--- config.mk ---
export PLATFORM = sky130hd
export DESIGN_NAME = tmtw_ctrl
export DESIGN_NICKNAME = d
export VERILOG_FILES = /design/src/rtl/tmtw_pkg.sv /design/src/rtl/tmtw_ctrl.sv
export SDC_FILE = /design/constraint.sdc
export NUM_CORES = 1
export LEC_CHECK = 0
export ABC_AREA = 1
export BUFFER_PORTS_ARGS = -buffer_cell sky130_fd_sc_hd__buf_2
export CORE_AREA = 4 4 45 47
export CTS_CLUSTER_SIZE = 28
export DETAILED_ROUTE_END_ITERATION = 16
export DIE_AREA = 0 0 49 51
export PLACE_DENSITY = 0.79
export REMOVE_ABC_BUFFERS = 1
export SYNTH_ARGS = -nofsm -noshare
export SYNTH_HDL_FRONTEND = slang
export SYNTH_SLANG_ARGS = --single-unit
--- constraint.sdc ---
create_clock -name clk -period 3 [get_ports clk]
set_clock_uncertainty 0.05 [all_clocks]
set_input_delay 0.6 -clock clk [delete_from_list [all_inputs] [get_ports clk]]
set_output_delay 0.6 -clock clk [all_outputs]
set_load 0.05 [all_outputs]
--- src/rtl/tmtw_pkg.sv ---
package tmtw_pkg;

  // Default screen geometry
  localparam int DEF_COLUMNS = 80;
  localparam int DEF_ROWS    = 25;

  // Port widths
  localparam int OP_W       = 1;
  localparam int CHAR_W     = 8;
  localparam int IDX_W      = 11;
  localparam int WORD_W     = 16;
  localparam int COL_W      = 7;
  localparam int ROW_W      = 5;
  localparam int ADDR_W     = 11;
  localparam int ATTR_W     = 8;
  localparam int TAB_W      = 7;
  localparam int CFG_IDX_W  = 1;
  localparam int CFG_DATA_W = 8;

  // Operations
  localparam logic [OP_W-1:0] OP_WRITE = 1'b0;
  localparam logic [OP_W-1:0] OP_READ  = 1'b1;

  // Register indexes
  localparam logic [CFG_IDX_W-1:0] REG_TEXT_ATTR = 1'b0;
  localparam logic [CFG_IDX_W-1:0] REG_TAB_WIDTH = 1'b1;

  // Reset values
  localparam logic [ATTR_W-1:0] ATTR_RESET = 8'h07;
  localparam logic [TAB_W-1:0]  TAB_RESET  = 7'd8;
  localparam logic [WORD_W-1:0] RESET_CELL = 16'h0720;
  localparam logic [CHAR_W-1:0] BLANK_CHAR = 8'h20;

  // Control codes
  localparam logic [CHAR_W-1:0] CH_BEL = 8'h07;
  localparam logic [CHAR_W-1:0] CH_BS  = 8'h08;
  localparam logic [CHAR_W-1:0] CH_TAB = 8'h09;
  localparam logic [CHAR_W-1:0] CH_LF  = 8'h0A;
  localparam logic [CHAR_W-1:0] CH_VT  = 8'h0B;
  localparam logic [CHAR_W-1:0] CH_FF  = 8'h0C;
  localparam logic [CHAR_W-1:0] CH_CR  = 8'h0D;
  localparam logic [CHAR_W-1:0] CH_ESC = 8'h1B;

  typedef enum logic [2:0] {
    CC_IGNORE,
    CC_BS,
    CC_DOWN,
    CC_NL,
    CC_CR,
    CC_TAB,
    CC_PRINT
  } char_class_t;

  typedef enum logic [3:0] {
    ST_CLEAR,
    ST_IDLE,
    ST_WRCH,
    ST_FILL_NL,
    ST_TAB_MOD,
    ST_FILL_TAB,
    ST_BLANK,
    ST_SCR_RD,
    ST_SCR_WR,
    ST_CHK,
    ST_RD,
    ST_RESP
  } state_t;

  typedef enum logic [2:0] {
    CUR_HOLD,
    CUR_BS,
    CUR_DOWN,
    CUR_CR,
    CUR_RIGHT,
    CUR_WRAP,
    CUR_SCROLL
  } cur_cmd_t;

  typedef enum logic [1:0] {
    WS_CHAR,
    WS_BLANK,
    WS_RESET,
    WS_COPY
  } wsrc_t;

  typedef struct packed {
    logic     accept;
    cur_cmd_t cur;
    logic     wr_en;
    wsrc_t    wsrc;
    logic     wsel_ptr;
    logic     rd_en;
    logic     rsel_scroll;
    logic     ptr_inc;
    logic     rem_sub;
    logic     pad_load;
    logic     pad_dec;
    logic     word_load;
    logic     out_load;
  } dp_cmd_t;

  typedef struct packed {
    logic clear_done;
    logic copy_done;
    logic row_end;
    logic col_full;
    logic last_col;
    logic row_full;
    logic rem_ge;
    logic pad_last;
    logic out_busy;
  } dp_status_t;

  function automatic char_class_t char_class(input logic [CHAR_W-1:0] ch);
    char_class_t cc;
    cc = CC_PRINT;
    if (ch == CH_BEL || ch == CH_ESC) cc = CC_IGNORE;
    else if (ch == CH_BS)             cc = CC_BS;
    else if (ch == CH_VT || ch == CH_FF) cc = CC_DOWN;
    else if (ch == CH_LF)             cc = CC_NL;
    else if (ch == CH_CR)             cc = CC_CR;
    else if (ch == CH_TAB)            cc = CC_TAB;
    return cc;
  endfunction

endpackage

--- src/rtl/tmtw_ctrl.sv ---
module tmtw_ctrl (
  input  logic                             clk,
  input  logic                             rst_n,
  input  logic                             in_valid,
  output logic                             in_ready,
  input  logic [tmtw_pkg::OP_W-1:0]        in_operation,
  input  logic [tmtw_pkg::CHAR_W-1:0]      in_char_code,
  input  tmtw_pkg::dp_status_t             status,
  output tmtw_pkg::dp_cmd_t                cmd
);

  tmtw_pkg::state_t      state_r, state_nxt;
  tmtw_pkg::char_class_t cls;
  logic                  accept;

  assign cls    = tmtw_pkg::char_class(in_char_code);
  assign accept = in_valid && (state_r == tmtw_pkg::ST_IDLE);

  always_ff @(posedge clk) begin
    if (!rst_n) begin
      state_r <= tmtw_pkg::ST_CLEAR;
    end else begin
      state_r <= state_nxt;
    end
  end

  // next state
  always_comb begin
    state_nxt = state_r;
    unique case (state_r)
      tmtw_pkg::ST_CLEAR: begin
        if (status.clear_done) state_nxt = tmtw_pkg::ST_IDLE;
      end
      tmtw_pkg::ST_IDLE: begin
        if (accept) begin
          if (in_operation == tmtw_pkg::OP_READ) begin
            state_nxt = tmtw_pkg::ST_RD;
          end else begin
            unique case (cls)
              tmtw_pkg::CC_IGNORE,
              tmtw_pkg::CC_BS,
              tmtw_pkg::CC_DOWN:  state_nxt = tmtw_pkg::ST_CHK;
              tmtw_pkg::CC_CR:    state_nxt = tmtw_pkg::ST_BLANK;
              tmtw_pkg::CC_NL:    state_nxt = tmtw_pkg::ST_FILL_NL;
              tmtw_pkg::CC_TAB:   state_nxt = tmtw_pkg::ST_TAB_MOD;
              tmtw_pkg::CC_PRINT: state_nxt = tmtw_pkg::ST_WRCH;
              default:            state_nxt = tmtw_pkg::ST_CHK;
            endcase
          end
        end
      end
      tmtw_pkg::ST_WRCH: state_nxt = tmtw_pkg::ST_CHK;
      tmtw_pkg::ST_FILL_NL: begin
        if (status.last_col) state_nxt = tmtw_pkg::ST_CHK;
      end
      tmtw_pkg::ST_TAB_MOD: begin
        if (!status.rem_ge) state_nxt = tmtw_pkg::ST_FILL_TAB;
      end
      tmtw_pkg::ST_FILL_TAB: begin
        if (status.pad_last || status.last_col) state_nxt = tmtw_pkg::ST_CHK;
      end
      tmtw_pkg::ST_BLANK: begin
        if (status.row_end) state_nxt = tmtw_pkg::ST_CHK;
      end
      tmtw_pkg::ST_SCR_RD: state_nxt = tmtw_pkg::ST_SCR_WR;
      tmtw_pkg::ST_SCR_WR: begin
        state_nxt = status.copy_done ? tmtw_pkg::ST_BLANK : tmtw_pkg::ST_SCR_RD;
      end
      tmtw_pkg::ST_CHK: begin
        priority if (status.col_full) state_nxt = tmtw_pkg::ST_CHK;
        else if (status.row_full)     state_nxt = tmtw_pkg::ST_SCR_RD;
        else                          state_nxt = tmtw_pkg::ST_RESP;
      end
      tmtw_pkg::ST_RD: state_nxt = tmtw_pkg::ST_RESP;
      tmtw_pkg::ST_RESP: begin
        if (!status.out_busy) state_nxt = tmtw_pkg::ST_IDLE;
      end
      default: state_nxt = tmtw_pkg::ST_CLEAR;
    endcase
  end

  // outputs
  always_comb begin
    cmd      = '0;
    cmd.cur  = tmtw_pkg::CUR_HOLD;
    cmd.wsrc = tmtw_pkg::WS_BLANK;
    in_ready = 1'b0;
    unique case (state_r)
      tmtw_pkg::ST_CLEAR: begin
        cmd.wr_en    = 1'b1;
        cmd.wsrc     = tmtw_pkg::WS_RESET;
        cmd.wsel_ptr = 1'b1;
        cmd.ptr_inc  = 1'b1;
      end
      tmtw_pkg::ST_IDLE: begin
        in_ready = 1'b1;
        if (accept) begin
          cmd.accept = 1'b1;
          if (in_operation == tmtw_pkg::OP_READ) begin
            cmd.rd_en = 1'b1;
          end else begin
            unique case (cls)
              tmtw_pkg::CC_BS:   cmd.cur = tmtw_pkg::CUR_BS;
              tmtw_pkg::CC_DOWN: cmd.cur = tmtw_pkg::CUR_DOWN;
              tmtw_pkg::CC_CR:   cmd.cur = tmtw_pkg::CUR_CR;
              default:           cmd.cur = tmtw_pkg::CUR_HOLD;
            endcase
          end
        end
      end
      tmtw_pkg::ST_WRCH: begin
        cmd.wr_en = 1'b1;
        cmd.wsrc  = tmtw_pkg::WS_CHAR;
        cmd.cur   = tmtw_pkg::CUR_RIGHT;
      end
      tmtw_pkg::ST_FILL_NL: begin
        cmd.wr_en = 1'b1;
        cmd.cur   = tmtw_pkg::CUR_RIGHT;
      end
      tmtw_pkg::ST_TAB_MOD: begin
        if (status.rem_ge) cmd.rem_sub = 1'b1;
        else               cmd.pad_load = 1'b1;
      end
      tmtw_pkg::ST_FILL_TAB: begin
        cmd.wr_en   = 1'b1;
        cmd.cur     = tmtw_pkg::CUR_RIGHT;
        cmd.pad_dec = 1'b1;
      end
      tmtw_pkg::ST_BLANK: begin
        cmd.wr_en    = 1'b1;
        cmd.wsel_ptr = 1'b1;
        cmd.ptr_inc  = 1'b1;
      end
      tmtw_pkg::ST_SCR_RD: begin
        cmd.rd_en       = 1'b1;
        cmd.rsel_scroll = 1'b1;
      end
      tmtw_pkg::ST_SCR_WR: begin
        cmd.wr_en    = 1'b1;
        cmd.wsrc     = tmtw_pkg::WS_COPY;
        cmd.wsel_ptr = 1'b1;
        cmd.ptr_inc  = 1'b1;
      end
      tmtw_pkg::ST_CHK: begin
        priority if (status.col_full) cmd.cur = tmtw_pkg::CUR_WRAP;
        else if (status.row_full)     cmd.cur = tmtw_pkg::CUR_SCROLL;
        else                          cmd.cur = tmtw_pkg::CUR_HOLD;
      end
      tmtw_pkg::ST_RD: begin
        cmd.word_load = 1'b1;
      end
      tmtw_pkg::ST_RESP: begin
        cmd.out_load = !status.out_busy;
      end
      default: begin
        cmd.cur = tmtw_pkg::CUR_HOLD;
      end
    endcase
  end

endmodule

[Word-level counts from Yosys, hierarchy flattened]
Cells that the tools add are included.
Operators by class
  equality and inequality tests: 32
  muxes and demuxes: 40
  reduce and logical (&&, ||, !) cells: 10
Operators with widths (count)
  $eq 8x4->1 const B: 6
  $pmux 4 s12: 1
  $mux 4: 11
  $mux 3: 7
  $eq 4x3->1 const B: 4
  $eq 4x4->1 const B: 4
  $pmux 4 s4: 1
  $ne 2x2->1 const B: 7
  $mux 1: 13
  $pmux 2 s3: 2
  $eq 3x3->1 const B: 3
  $pmux 3 s3: 1
  $eq 4x2->1 const B: 2
  $eq 8x3->1 const B: 1
  $eq 8x5->1 const B: 1
  $reduce_and 7->1: 1
  $eq 3x2->1 const B: 2
  $mux 2: 3
  $reduce_or 3->1: 2
  $reduce_or 6->1: 1
  $eq 4x1->1 const B: 1
  $logic_not 4->1: 1
  $eq 3x1->1 const B: 1
  $logic_or 1x1->1: 3
  3 further kinds: 3
Storage, ports and cells
  register bits after elaboration: 4
  word-level logic and storage cells: 83

[Longest topological paths before layout]
Gate-level depths: netlist of run 1.
  depth after elaboration: 12
  gate-level depth with buffers: 13
  depth with buffers taken out: 13

[Worst setup path before layout of run 1]
No wires, ideal clock.
  kind: reg2out
  start: register state_r[1]
  end: output port cmd[8] in the netlist's numbering
  arrival time: 2281 ps
  setup slack: 69 ps
  stages on the path, launching flop included: 6
  buffers on the path: 2
  cells stage by stage: dfxtp_1 > buf_2 > nor2_2 > inv_1 > o21ai_0 > buf_4
RTL lines
  start, declared: line tmtw_ctrl.sv:12  | tmtw_pkg::state_t state_r, state_nxt;
  start signal, assigned: line tmtw_ctrl.sv:21  | state_r <= tmtw_pkg::ST_CLEAR;
  start signal, assigned: line tmtw_ctrl.sv:23  | state_r <= state_nxt;
  end, declared: line tmtw_ctrl.sv:9  | output tmtw_pkg::dp_cmd_t cmd

==> flow_summary.toml, run 1 <==
[floorplanning]
start_util_pct = 44.62
die-area_sq_mm = 0.002499
row_count = 15
pin_count = 38
die_x_um = 49
die_h_um = 51
core_area_sq_mm = 0.001652

[layout]
layout_common_cells = "nand2_1 (45), buf_2 (37), inv_1 (21)"
syn_to_final_growth_pct = 29.37
layout_commonest_cell = "nand2_1"
drive_above_1_share_pct = 31.15
antennaDiodeCount = 0
top_register = "state_r"
design_area_sq_um = 953.4
num-nets-final = 206
largest_reg_flops = 4
fillers = 179
biggestRegsByFlops = "state_r x4"
fin_cells = 200
fin_util_pct = 57.73

[synthesis]
synth.avg_cell_area_sq_um = 5.082
yosysTopAreaCell = "nand2_1"
synth-seq-cells = 4
syn_inst = 145
synth_top_family_by_area = "simple AND/OR/NAND/NOR gates"
netlist_area_sq_um = 737.0
synth_warnings = 0
synth_compound_area_share_pct = 16.98
ys_top_cells_by_area = "nand2_1 (23%), dfxtp_1 (11%), inv_1 (11%)"
yosys.area.top_type_share_pct = 22.92
synthMuxAreaShare_pct = 0
synth_cell_type_count = 23
synth_xor_area_share_pct = 0
yosys.area_share.adder_pct = 0
yosys.area_share.simple_pct = 56.71
synth_seq_area_share_pct = 10.87

[setup_path]
cp.required_ns = 2.35
startpoint_type = "primary input"
end_kind = "output pin"
crit_arrival_ns = 2.10
critical_path_class = "primary input to output pin"
critPathMaxFanout = 9

[place]
place_hpwl_mm = 1.834
routabilityCongestion = 0.8600
place_inst = 197
place_ws_ns = 0.2526
numPortBuffers = 37
placed_cell_area_sq_um = 930.9

[clocking]
clk_latency_ns = 0.23
cts_buffers = 3
clk_pin_slew_worst_paths_ns = 0.03
cts_setup_buffers = 0
cts-resized-gates = 0
htreeDepth = 1
root_buffer = "clkbuf_4"
holdBufCountCts = 0
clock-sinks = 4
clock_path_buffers = 2
tritoncts = "built"

[power_and_ir_drop]
ir_worst_vdd_mv = 0.5825
p_leak_uw = 0.0005674
p_per_area_mw_per_mm2 = 822.1

[drt]
dr.pass1.iters = 4
wl_mm = 2.062
final_antenna_net_count = 0
wire_per_inst_um = 10.31
drcViolationCount = 0
drtIter0Drc = 32
via_per_inst = 5.035
num_vias = 1007

[global_route]
antenna_found_initial = 0
grt_pass1_vias = 828
grtUsageTotal_pct = 16.00
grt_max_degree = 10
overflow = 0
grt_pass1_wl_mm = 3.387

[sta]
max_freq_ghz = 0.3635
min_period_ns = 2.751
fin_crit_sh_pct = 91.69
drv_slew = 0
setup_violations = 0
setup_ws_ns = 0.2492
slew_headroom_pct = 68.54
rsz0062_at_grt = "false"
final_hold_viol_count = 0
tightest_slew_ns = 0.4701
fin_setup_tns_ns = 0

[worst_hold_path]
min_path_type = "flip-flop to flip-flop"

[run_status]
status = "finished, final reports clean"

[flow_run]
cap_violations = 0
==> power breakdown <==
part,total (uW),switching (uW),internal (uW)
registers,103,33.1,70.3
logic,618,467,151
clock network,62.5,18.0,44.5
==> stage by stage <==
stage | total power (uW) | hold WS, ns
final | 783.8 | 0.5397
after global routing | 843.3 | 0.5673
after detailed placement | 722.4 | 0.5272
after floorplan | 588.2 | 0.4817
after global placement | 716.6 | 0.5275
after CTS | 787.5 | 0.5321
==> worst paths after layout <==
check / end / start / cells after the start / slack (ns)
min reg2reg: state_r[0] / state_r[0] / 2 / 0.54
max reg2reg: state_r[2] / state_r[1] / 8 / 1.25
max: cmd[12] / in_char_code[6] / 13 / 0.25
min: state_r[0] / state_r[0] / 2 / 0.54
==> cell usage after synthesis <==
master,n
o2111ai_2,1
nor3_2,2
nand2_4,1
inv_1,21
a21oi_1,6
nor2_1,20
nor2_2,5
nor2_4,1
dfxtp_1,4
buf_2,1
nand2_1,45
buf_4,1
o22ai_1,3
nor3_1,5
a22oi_1,1
o21ai_0,3
o21ai_1,3
o211ai_1,2
nand3_1,8
nand4_1,4
inv_2,6
nand3_2,1
o2111ai_1,1
==> cell families (layout without fill, tap and decap cells) <==
logic type,after synthesis,after routing
AO/OA/AOI/OAI,20,20
buffers and inverters,29,67
flip-flops,4,4
AND/OR/NAND/NOR,92,92
==> layout make-up <==
| type | instances | area (sq um) | area share [%] |
|---|---|---|---|
| clock buffers | 3 | 22.52 | 2.362 |
| inverters | 27 | 101.3 | 10.63 |
| well taps | 17 | 21.27 | 2.231 |
| flip-flops and latches | 4 | 80.08 | 8.399 |
| multi-input cells | 112 | 543.0 | 56.96 |
| repair buffers | 37 | 185.2 | 19.42 |
==> critical path: stages <==
cell and delay [ns]:
buf_2 0.11, inv_2 0.04, nand2_1 0.05, nor2_2 0.27, nand2_1 0.12, nand3_1 0.11
nor2_1 0.07, nor2_1 0.09, nor2_1 0.04, nor3_1 0.18, nand2_1 0.07, o21ai_1 0.07
buf_2 0.27
==> routing by layer <==
metal / track usage [%] / wire [um]
met3: 4.082 / 140
met4: 4.036 / 0
met5: 0 / 0
met2: 22.83 / 919
met1: 23.51 / 1003
Note: power is estimated with default switching activity, not from simulation.
==> run 2, diff against run 1 <==
- RECOVER_POWER: default -> 50
==> run 2 against run 1 <==
  * First-iteration DRC count increased by 13%
  * Via count shrank 0.60%
  * Core utilization is 1.4 points lower
  * Setup slack worse by 0.0053 ns
  * Register-to-register slack worse by 0.26 ns
  * Final cell count stayed put
  * Clock power about the same
  * Total power fell by 2.0%
  * Critical path type unchanged
  * Critical endpoint unchanged
  * Largest cell class unchanged
  * Largest power group unchanged
==> flow_summary.toml, run 2 (synthesis gave the netlist of run 1 again) <==
[run_status]
status = "finished, final reports clean"

[clocking]
cts_buffers = 3
htreeDepth = 1
cts-resized-gates = 0
holdBufCountCts = 0
cts_setup_buffers = 0
clock_path_buffers = 2
root_buffer = "clkbuf_4"
clk_pin_slew_worst_paths_ns = 0.03
clock-sinks = 4
tritoncts = "built"
clk_latency_ns = 0.22

[floorplanning]
die-area_sq_mm = 0.002499
die_h_um = 51
pin_count = 38
row_count = 15
core_area_sq_mm = 0.001652
die_x_um = 49
start_util_pct = 44.62

[setup_path]
crit_top_cell = "nand2_1"
critPathTopFamily = "simple AND/OR/NAND/NOR gates"
startpoint_type = "primary input"
end_kind = "output pin"
critPathSlowestCell = "nor3_1"
crit_arrival_ns = 2.11
critical_path_class = "primary input to output pin"
critPathMaxFanout = 5
critPathBufInv = 3
crit_chain = "buf_2 -> inv_1 -> nand2_1 -> nor3_1 -> o21ai_1 -> nand2_1 -> nor2_1 -> nor3_1 -> nand2_1 -> o21ai_1 -> buf_2"
max_stage_delay_ns = 0.28
cp.required_ns = 2.35

[drt]
drtIter0Drc = 36
drcViolationCount = 0
wire_per_inst_um = 10.39
wl_mm = 2.077
dr.pass1.iters = 4
num_vias = 1001
via_per_inst = 5.005
final_antenna_net_count = 0

[layout]
top_register = "state_r"
syn_to_final_growth_pct = 26.15
fin_util_pct = 56.29
drive_above_1_share_pct = 25.68
layout_commonest_cell = "nand2_1"
layout_common_cells = "nand2_1 (45), buf_2 (31), nor2_1 (22)"
antennaDiodeCount = 0
biggestRegsByFlops = "state_r x4"
num-nets-final = 206
largest_reg_flops = 4
design_area_sq_um = 929.6

[global_route]
grt_pass1_wl_mm = 3.387
grtUsageTotal_pct = 16.00
antenna_found_initial = 0
grt_pass1_vias = 828
grt_max_degree = 10
overflow = 0

[sta]
setup_violations = 0
max_freq_ghz = 0.3628
slew_headroom_pct = 59.74
rsz0062_at_grt = "false"
drv_slew = 0
fin_setup_tns_ns = 0
fin_crit_sh_pct = 91.87
min_period_ns = 2.756
tightest_slew_ns = 0.6065
final_hold_viol_count = 0

[place]
numPortBuffers = 37
place_hpwl_mm = 1.834
placed_cell_area_sq_um = 930.9
routabilityCongestion = 0.8600

[power_and_ir_drop]
p_per_area_mw_per_mm2 = 826.4
p_leak_uw = 0.0005405
ir_worst_vdd_mv = 0.5657

[worst_hold_path]
min_path_type = "flip-flop to flip-flop"

[flow_run]
cap_violations = 0
## run 2: cell types whose count changed in the layout (fill, tap and decap cells not counted)
cell / previous run / this run
nor3_2: 2 / 1
nor2_2: 5 / 3
clkbuf_1: 0 / 6
o2111ai_1: 1 / 2
buf_2: 37 / 31
nor3_1: 5 / 6
o2111ai_2: 1 / 0
nor2_1: 20 / 22
## run 2: layout make-up
type,count,area [sq um]
Fill cell,189,721.9
Multi-Input combinational cell,112,526.8
Tap cell,17,21.27
Sequential cell,4,80.08
Timing Repair Buffer,37,177.7
Inverter,27,101.3
Clock buffer,3,22.52
## run 2: metal layers
layer	share of wire (%)	routed length, um	GRT usage, %	vias to the layer above
li1	-	-	-	545
met1	49	1028	23.51	426
met2	44	914	22.83	30
met3	6.5	134	4.082	0
met4	0	0	4.036	0
met5	0	0	0	-
## run 2: worst paths after layout
path / from / endpoint / slack (ns) / cells after the start
max reg2reg: state_r[1] / state_r[2] / 0.99 / 8
min: state_r[0] / state_r[0] / 0.53 / 2
max: in_char_code[2] / cmd[12] / 0.24 / 11
min reg2reg: state_r[0] / state_r[0] / 0.53 / 2
## run 2: worst register-to-register path: cells and delay by family, from the launching register on
kind | cells | cell delay [ns]
compound gates | 2 | 0.42
flops | 1 | 0.50
simple gates | 6 | 0.97
## run 2: metrics by stage
stage          std cells  hold slack [ns]  power [uW]  setup WS [ns]
4_1_cts              200           0.5321       787.5         0.2533
2_1_floorplan        143           0.4817       588.2        -0.4747
6_report             200           0.5306       768.3         0.2439
3_5_place_dp         197           0.5272       722.4         0.2526
3_3_place_gp         197           0.5275       716.6         0.2963
5_1_grt              200           0.5568       829.8        0.05693
## run 2: power by group
group	internal [uW]	switching, uW	leakage [uW]
registers	70.3	31.1	0.0000327
clock network	44.5	17.8	0.0000138
logic	137	467	0.000494
total	252	516	0.000540
